## config.mk

```make
export PLATFORM = sky130hd
export DESIGN_NAME = ppa_front
export DESIGN_NICKNAME = d
export VERILOG_FILES = /design/src/page_pool_allocator_top_assert.svh /design/src/ppa_pkg.sv /design/src/ppa_queue.sv /design/src/ppa_front.sv
export SDC_FILE = /design/constraint.sdc
export NUM_CORES = 1
export LEC_CHECK = 0
export ABC_AREA = 1
export ABC_CLOCK_PERIOD_IN_PS = 2500
export BUFFER_PORTS_ARGS = -buffer_cell sky130_fd_sc_hd__buf_2
export CELL_PAD_IN_SITES_DETAIL_PLACEMENT = 1
export CELL_PAD_IN_SITES_GLOBAL_PLACEMENT = 2
export CORE_MARGIN = 8
export CORE_UTILIZATION = 34
export DETAILED_ROUTE_END_ITERATION = 12
export GPL_TIMING_DRIVEN = 0
export PLACE_DENSITY_LB_ADDON = 0.1
export SLEW_MARGIN = 10
export SYNTH_ARGS = -nofsm -noshare
export SYNTH_HDL_FRONTEND = slang
export SYNTH_SLANG_ARGS = --single-unit
```

## constraint.sdc

```tcl
create_clock -name clk -period 2.5 [get_ports clk]
set_input_delay 0.375 -clock clk [delete_from_list [all_inputs] [get_ports clk]]
set_output_delay 0.375 -clock clk [all_outputs]
set_load 0.05 [all_outputs]
```

## src/page_pool_allocator_top_assert.svh

```systemverilog
// Assertion macros for the page pool allocator
`ifndef PAGE_POOL_ALLOCATOR_TOP_ASSERT_SVH
`define PAGE_POOL_ALLOCATOR_TOP_ASSERT_SVH

`define PPA_ASSERT_IMP(lbl, ante, cons) \
  lbl: assert property (@(posedge clk) disable iff (rst) (ante) |-> (cons)) \
    else $error("page pool allocator check failed");

`define PPA_ASSERT_NXT(lbl, ante, cons) \
  lbl: assert property (@(posedge clk) disable iff (rst) (ante) |=> (cons)) \
    else $error("page pool allocator check failed");

`endif

```

## src/ppa_pkg.sv

```systemverilog
// Types and constants shared by the page pool allocator modules
`default_nettype none
package ppa_pkg;

  localparam int PAGE_COUNT  = 1024;
  localparam int MAX_REQUEST = 64;
  localparam int ID_W        = 10;
  localparam int SZ_W        = 11;
  localparam int CNT_W       = 7;

  localparam logic [2:0] ST_OK       = 3'd0;
  localparam logic [2:0] ST_NOFREE   = 3'd1;
  localparam logic [2:0] ST_NORUN    = 3'd2;
  localparam logic [2:0] ST_BADID    = 3'd3;
  localparam logic [2:0] ST_NOTALLOC = 3'd4;
  localparam logic [2:0] ST_ZERO     = 3'd5;

  typedef enum logic [2:0] {
    OP_GET    = 3'd0,
    OP_BATCH  = 3'd1,
    OP_PUT    = 3'd2,
    OP_FREE   = 3'd3,
    OP_CONTIG = 3'd4,
    OP_SCAT   = 3'd5,
    OP_NONE   = 3'd6
  } ppa_op_t;

  typedef struct packed {
    ppa_op_t            op;
    logic [ID_W-1:0]    page;
    logic [CNT_W-1:0]   count;
    logic               err;
    logic [2:0]         err_status;
  } ppa_cmd_t;

  typedef struct packed {
    logic               clearing;
    logic [SZ_W-1:0]    pool_pages;
  } ppa_stat_t;

endpackage
`default_nettype wire

```

## src/ppa_queue.sv

```systemverilog
// Two-entry command queue between front and back
`default_nettype none
module ppa_queue (
  input  wire logic              clk,
  input  wire logic              rst,
  input  wire logic              push,
  input  wire ppa_pkg::ppa_cmd_t din,
  output logic                   full,
  input  wire logic              pop,
  output ppa_pkg::ppa_cmd_t      dout,
  output logic                   valid
);
  import ppa_pkg::*;

  ppa_cmd_t   store [2];
  logic       wp;
  logic       rp;
  logic [1:0] cnt;

  assign full  = (cnt == 2'd2);
  assign valid = (cnt != 2'd0);
  assign dout  = store[rp];

  always_ff @(posedge clk) begin
    if (push) begin
      store[wp] <= din;
    end
    if (rst) begin
      wp  <= 1'b0;
      rp  <= 1'b0;
      cnt <= 2'd0;
    end else begin
      if (push) wp <= ~wp;
      if (pop)  rp <= ~rp;
      if (push && !pop)      cnt <= cnt + 2'd1;
      else if (!push && pop) cnt <= cnt - 2'd1;
    end
  end
endmodule
`default_nettype wire

```

## src/ppa_front.sv

```systemverilog
// Request intake: accepts, decodes and pre-checks requests, queues them
`default_nettype none
module ppa_front (
  input  wire logic                      clk,
  input  wire logic                      rst,
  input  wire logic                      start,
  output logic                           busy,
  input  wire logic [2:0]                func,
  input  wire logic [ppa_pkg::ID_W-1:0]  page_number,
  input  wire logic [ppa_pkg::CNT_W-1:0] request_count,
  input  wire ppa_pkg::ppa_stat_t        stat,
  output ppa_pkg::ppa_cmd_t              cmd,
  output logic                           cmd_valid,
  input  wire logic                      cmd_pop
);
  import ppa_pkg::*;

  ppa_cmd_t cmd_in;
  logic     full;
  logic     push;

  assign busy = full | stat.clearing;
  assign push = start & ~busy;

  always_comb begin
    cmd_in.op         = (func > OP_SCAT) ? OP_NONE : ppa_op_t'(func);
    cmd_in.page       = '0;
    cmd_in.count      = request_count;
    cmd_in.err        = 1'b0;
    cmd_in.err_status = ST_OK;
    if (cmd_in.op inside {OP_PUT, OP_FREE}) begin
      cmd_in.page = page_number;
      if ({1'b0, page_number} >= stat.pool_pages) begin
        cmd_in.err        = 1'b1;
        cmd_in.err_status = ST_BADID;
      end
    end
    if (cmd_in.op inside {OP_BATCH, OP_CONTIG, OP_SCAT}) begin
      if (request_count == '0) begin
        cmd_in.err        = 1'b1;
        cmd_in.err_status = ST_ZERO;
      end else if (cmd_in.op != OP_CONTIG &&
                   request_count > CNT_W'(MAX_REQUEST)) begin
        cmd_in.err        = 1'b1;
        cmd_in.err_status = ST_NOFREE;
      end
    end
  end

  ppa_queue u_queue (
    .clk   (clk),
    .rst   (rst),
    .push  (push),
    .din   (cmd_in),
    .full  (full),
    .pop   (cmd_pop),
    .dout  (cmd),
    .valid (cmd_valid)
  );
endmodule
`default_nettype wire

```

==> results of run 1 <==
==> cell type report <==
class,count,area share
Clock inverter,3,0.0159
Multi-Input combinational cell,100,0.247
Sequential cell,51,0.508
Clock buffer,5,0.0236
Tap cell,80,0.0343
Inverter,34,0.0438
Timing Repair Buffer,62,0.114
Buffer,5,0.0129
==> metal layers <==
layer / routed length (um) / global-route usage
met5: 0 / 0
met4: 23 / 0.0279
met3: 257 / 0.0314
met2: 2330 / 0.168
met1: 2000 / 0.105
==> worst max path at each step <==
stage / end / cells past startpoint / from / slack [ns]
floorplan: u_queue.store[1][10] / 3 / stat[11] / 0.53
global placement: u_queue.store[1][14] / 4 / stat[11] / -0.25
detailed placement: cmd[3] / 4 / register / 0.77
CTS: cmd[3] / 4 / register / 0.42
global route: cmd[3] / 4 / register / 0.38
finish: cmd[3] / 4 / register / 0.47
==> flip-flops by register name, summed over array words and instances (netlist names), named ones only <==
name           flops
u_queue.wp         1
u_queue.cnt        2
u_queue.rp         1
u_queue.store     46
==> cells by family (layout without fill, tap and decap cells) <==
kind of cell	after synthesis	after routing
AO/OA/AOI/OAI	11	11
XOR/XNOR	1	1
adder cells (fa/ha/maj)	11	11
buffers and inverters	39	109
flip-flops	51	51
multiplexers	23	23
AND/OR/NAND/NOR	54	54
==> cell usage in the layout, fill, tap and decap left out <==
cell	Yosys	routed
nand4_1	1	1
nor2_1	23	21
clkbuf_8	0	5
nand3_2	1	1
clkbuf_1	2	2
inv_1	32	32
mux2_2	22	22
ha_1	11	11
dfxtp_1	5	5
nand3_1	4	4
and3_1	1	1
buf_2	0	61
buf_4	1	1
buf_16	0	1
nor3b_1	1	1
o21bai_1	1	1
o21ai_0	2	2
nor2_2	0	1
edfxtp_1	46	46
buf_6	2	2
o21a_1	1	1
inv_2	2	2
bufinv_16	0	1
nand3b_1	1	1
a21boi_0	1	1
nor3_2	2	2
xnor2_1	1	1
a21oi_1	6	6
nand2_1	20	20
clkinvlp_4	0	1
nor2_4	0	1
mux2_4	1	1
inv_6	0	1
==> report_power, final <==
| part | internal, mW | total [mW] | switching [mW] |
|---|---|---|---|
| sequential | 0.971 | 0.984 | 0.0128 |
| combinational | 0.137 | 0.418 | 0.281 |
| clock | 0.301 | 0.570 | 0.268 |
==> flow_summary.json, run 1 <==
{
  "status": "finished, final reports clean",
  "crit_type": "reg -> out",
  "syn_inst": 190,
  "postRouteAntennaNets": 0,
  "dpl.hpwl_um": 3620,
  "stdcell_area_mm2": 0.00292,
  "synth_warnings": 0,
  "io_buffers": 61,
  "fin_cells": 340,
  "arrival_ns": 1.66,
  "avgSynthCellArea_um2": 12.4,
  "synth_area_leader_cell": "edfxtp_1",
  "rsz0062_at_grt": "no",
  "ys_ff_latch": 51,
  "grt_overflow_total": 0,
  "ctsHoldBuffers": 0,
  "yosysSeqAreaShare": 0.628,
  "cts_tree": "built",
  "firstDrtPassIters": 4,
  "clockRootBuffer": "clkbuf_8",
  "worstHoldStart": "request_count[2]",
  "cts.path.max_buffers": 2,
  "crit_chain": "buf_6, mux2_2, buf_4, buf_2",
  "min_to": "u_queue.store[0][6]",
  "core_mm2": 0.00676,
  "drt_iter0_drc": 20,
  "synthTopCellsByCount": "edfxtp_1 (46), inv_1 (32), nor2_1 (23)",
  "holdWs_ns": 0.273,
  "cts_buffers": 5,
  "gp_congestion": 0.635,
  "r2r_slack_ns": 0.90,
  "worstPathRequired_ns": 2.12,
  "muxShareOfSynthArea": 0.111,
  "initial_utilization": 0.349,
  "drive_gt1_frac": 0.396,
  "grt_pass1_wl_um": 7470,
  "synth_top_area_share": 0.586,
  "synth_top_family_by_area": "multiplexers",
  "ir_worst_vdd_v": 0.000301,
  "worstHoldPathType": "in -> reg",
  "syn-cell-area_mm2": 0.00236,
  "clock_sinks": 51,
  "worstMarginPinSlew_ns": 0.730,
  "tns_ns": 0,
  "std_cell_rows": 30,
  "crit_buf_inv": 3,
  "multi_input_area_um2": 721,
  "drt-wirelength-per-cell_um": 13.6,
  "cp_top_family": "buffers and inverters",
  "finClkSkew_ns": 0.00639,
  "synth_cell_types": 25,
  "setup_viol": 0,
  "worst_path_max_delay_cell": "dfxtp_1",
  "synth_simple_gate_area_share": 0.101,
  "die_h_um": 99.3,
  "final_core_util": 0.431,
  "critPathLaunchType": "register",
  "timing.rr.start": "u_queue.cnt[0]",
  "synthXorXnorAreaFrac": 0.00372,
  "async_reset_ff_frac": 0,
  "slew_headroom": 0.512,
  "place_inst": 332,
  "post-place-ws_ns": 0.768,
  "dieArea_mm2": 0.00985,
  "leakagePower_nw": 1.28,
  "max_cap_violations": 0,
  "cp-end-kind": "primary output",
  "die_w_um": 99.3,
  "wl_um": 4610,
  "viasPerCell": 4.51,
  "areaGrowthSynthToFinish_pct": 23.7,
  "synth_edf_count": 46,
  "drc": 0,
  "clock_latency_ns": 0.29,
  "layout_setup_ws_ns": 0.466,
  "yosys-top-cells-area": "edfxtp_1 (59%), mux2_2 (11%), ha_1 (5.8%)",
  "fmax_mhz": 492,
  "vias": 1533,
  "hold_viol": 0,
  "h-tree-depth": 2,
  "num_io_pins": 62,
  "cts_resized": 0,
  "min_period_ns": 2.03,
  "grt_max_degree": 25,
  "power_density_mw_per_mm2": 676,
  "synth_compound_area_frac": 0.0265,
  "slew_viol_final": 0,
  "clkTransAtPathRegs_ns": 0.10,
  "report.power.total_mw": 1.97,
  "placed_area_mm2": 0.00280,
  "crit_path_max_fanout": 10,
  "period_share": 0.813,
  "grt_util_all_layers": 0.0946,
  "postCtsSetupBuffers": 0,
  "syn_nets": 237,
  "antenna_found_initial": 0,
  "r2r_cells": 5,
  "grt_pass1_vias": 1626,
  "max_stage_delay_ns": 0.48,
  "synth-adder-area-share": 0.0584,
  "reg2reg_to": "u_queue.store[0][17]",
  "diodes": 0,
  "hold_path_depth": 1,
  "synth_flop_cell": "edfxtp_1",
  "yosys.cell_count.top_type": "edfxtp_1",
  "fin_nets": 306,
  "n_fill_cell": 761,
  "regArea_mm2": 0.00148
}
(Power assumes the default switching activity.)
==> run 2: changes to the inputs <==
--- a/config.mk
+++ b/config.mk
@@ -6,12 +6,12 @@
 export NUM_CORES = 1
 export LEC_CHECK = 0
 export ABC_AREA = 1
-export ABC_CLOCK_PERIOD_IN_PS = 2500
+export ABC_CLOCK_PERIOD_IN_PS = 1850
 export BUFFER_PORTS_ARGS = -buffer_cell sky130_fd_sc_hd__buf_2
 export CELL_PAD_IN_SITES_DETAIL_PLACEMENT = 1
 export CELL_PAD_IN_SITES_GLOBAL_PLACEMENT = 2
 export CORE_MARGIN = 8
-export CORE_UTILIZATION = 34
+export CORE_UTILIZATION = 30
 export DETAILED_ROUTE_END_ITERATION = 12
 export GPL_TIMING_DRIVEN = 0
 export PLACE_DENSITY_LB_ADDON = 0.1
==> constraint.sdc (replaced) <==
create_clock -name clk -period 1.85 [get_ports clk]
set_input_delay 0.2775 -clock clk [delete_from_list [all_inputs] [get_ports clk]]
set_output_delay 0.2775 -clock clk [all_outputs]
set_load 0.05 [all_outputs]
==> run 2 against run 1 <==
Compared with the run above: final cell count up 6.5%; critical path depth is the same; non-clock buffer count stayed put; total power is 27% higher; clock skew increased by 0.0021 ns; global-route usage fell by 0.092 points; via count grew 2.2%; final area down 0.43%; clock power up 4.4%; routed wire length up 9.0%; count of clock-buffer cells in the layout up 1; critical path type unchanged; largest cell class unchanged; largest power group unchanged.
==> flow_summary.json, run 2 (same netlist as run 1, synthesis figures left out) <==
{
  "crit_path_max_fanout": 10,
  "slew_viol_final": 0,
  "grt_pass1_vias": 1717,
  "cts.path.max_buffers": 2,
  "finClkSkew_ns": 0.00852,
  "clockPowerShare": 0.239,
  "clock_sinks": 51,
  "worstMarginPinSlew_ns": 0.741,
  "initial_utilization": 0.307,
  "h-tree-depth": 2,
  "power_density_mw_per_mm2": 860,
  "hold_viol": 0,
  "leakagePower_nw": 1.26,
  "ctsHoldBuffers": 0,
  "grt_util_all_layers": 0.0937,
  "clockRootBuffer": "clkbuf_8",
  "grt_pass1_wl_um": 8260,
  "p_comb_frac": 0.229,
  "crit_buf_inv": 3,
  "areaGrowthSynthToFinish_pct": 23.1,
  "antenna_found_initial": 0,
  "seqPwrFrac": 0.533,
  "crit_chain": "buf_8, mux2_2, buf_4, clkbuf_4",
  "cts_tree": "built",
  "ir_worst_vdd_v": 0.000347,
  "min_period_ns": 1.77,
  "setup_viol": 0,
  "postRouteAntennaNets": 0,
  "fin_cells": 362,
  "die_w_um": 105,
  "drc": 0,
  "drt-wirelength-per-cell_um": 13.9,
  "fin_nets": 306,
  "dr_wl_met2_um": 2520,
  "worstHoldPathType": "in -> reg",
  "critPathLaunchType": "register",
  "gp_congestion": 0.696,
  "diodes": 0,
  "stdcell_area_mm2": 0.00290,
  "grt_max_degree": 25,
  "vias": 1566,
  "post-place-ws_ns": 0.194,
  "wl_um": 5020,
  "wl_met3_um": 266,
  "die_h_um": 105,
  "fmax_mhz": 566,
  "crit_type": "reg -> out",
  "dr.max_layer_used": "met4",
  "arrival_ns": 1.49,
  "cp_top_family": "buffers and inverters",
  "drive_gt1_frac": 0.388,
  "grt_overflow_total": 0,
  "placed_area_mm2": 0.00281,
  "clock_latency_ns": 0.29,
  "num_io_pins": 62,
  "layout_setup_ws_ns": 0.0833,
  "slew_headroom": 0.505,
  "core_mm2": 0.00769,
  "cp-end-kind": "primary output",
  "top_regs": "u_queue.store: 46 flops, u_queue.cnt: 2 flops",
  "largest_register_ffs": 46,
  "regMostFlops": "u_queue.store",
  "period_share": 0.955,
  "final_cell_mix": "buf_2 (60), edfxtp_1 (46), inv_1 (32)",
  "drt_iter0_drc": 23,
  "worst_path_max_delay_cell": "dfxtp_4",
  "clkTransAtPathRegs_ns": 0.09,
  "internal-power_mw": 1.75,
  "worstPathRequired_ns": 1.57,
  "max_stage_delay_ns": 0.37,
  "cts_buffers": 5,
  "dpl.hpwl_um": 3820,
  "firstDrtPassIters": 3,
  "rsz0062_at_grt": "no",
  "std_cell_rows": 32,
  "viasPerCell": 4.33,
  "place_inst": 353,
  "io_buffers": 61,
  "dieArea_mm2": 0.0109,
  "status": "finished, final reports clean",
  "max_cap_violations": 0,
  "swShare": 0.297,
  "p_sw_uw": 742,
  "m1WireLength_um": 2210,
  "layout_commonest_cell": "buf_2"
}
## run 2: timing repair
item / in CTS / in global routing
buffers inserted: 0 / 1
endpoints found under the setup margin: 2 / 1
resized for setup: 2 / 2
## run 2: cell type report
type	count	area (um^2)
clock buffers	6	72.6
repair buffers	62	315
clock inverters	2	7.51
well taps	102	128
inverters	34	128
flip-flops and latches	51	1490
fillers	884	4780
multi-input cells	100	726
plain buffers	5	41.3
## run 2: metrics by stage
stage / utilization / power, mW / hold WS (ns) / TNS, ns
floorplan: - / 1.77 / 0.350 / 0
global placement: 0.364 / 1.92 / 0.485 / -8.62
detailed placement: 0.365 / 1.93 / 0.484 / 0
CTS: 0.376 / 2.53 / 0.169 / 0
global route: 0.378 / 2.62 / 0.173 / 0
finish: 0.378 / 2.50 / 0.185 / 0
## run 2: path summary, 6_finish.rpt
check / startpoint / endpoint / slack, ns / cells past startpoint
max: register / cmd[3] / 0.08 / 4
min: request_count[3] / u_queue.store[1][7] / 0.18 / 1
max reg2reg: u_queue.cnt[0] / u_queue.store[1][20] / 0.23 / 4
min reg2reg: u_queue.cnt[0] / u_queue.cnt[0] / 0.50 / 2
## run 2: layer usage
layer,vias up,GRT usage
met4,0,0.0183
met1,751,0.109
li1,774,-
met3,5,0.0356
met2,36,0.161
met5,-,0
## run 2: power by group through the flow
stage                     sequential (mW)  combinational (mW)  clock, mW
after CTS                            1.33               0.576      0.625
after global routing                 1.33               0.623      0.666
after global placement               1.36               0.568          0
final                                1.33               0.571      0.595
after detailed placement             1.36               0.574          0
after floorplan                      1.35               0.416          0
## run 2: worst reg2reg max path: cells and delay by family, from the launching register on
family,cells,cell delay (ns)
simple gates,3,0.85
flops,1,0.33
buf+inv,1,0.06
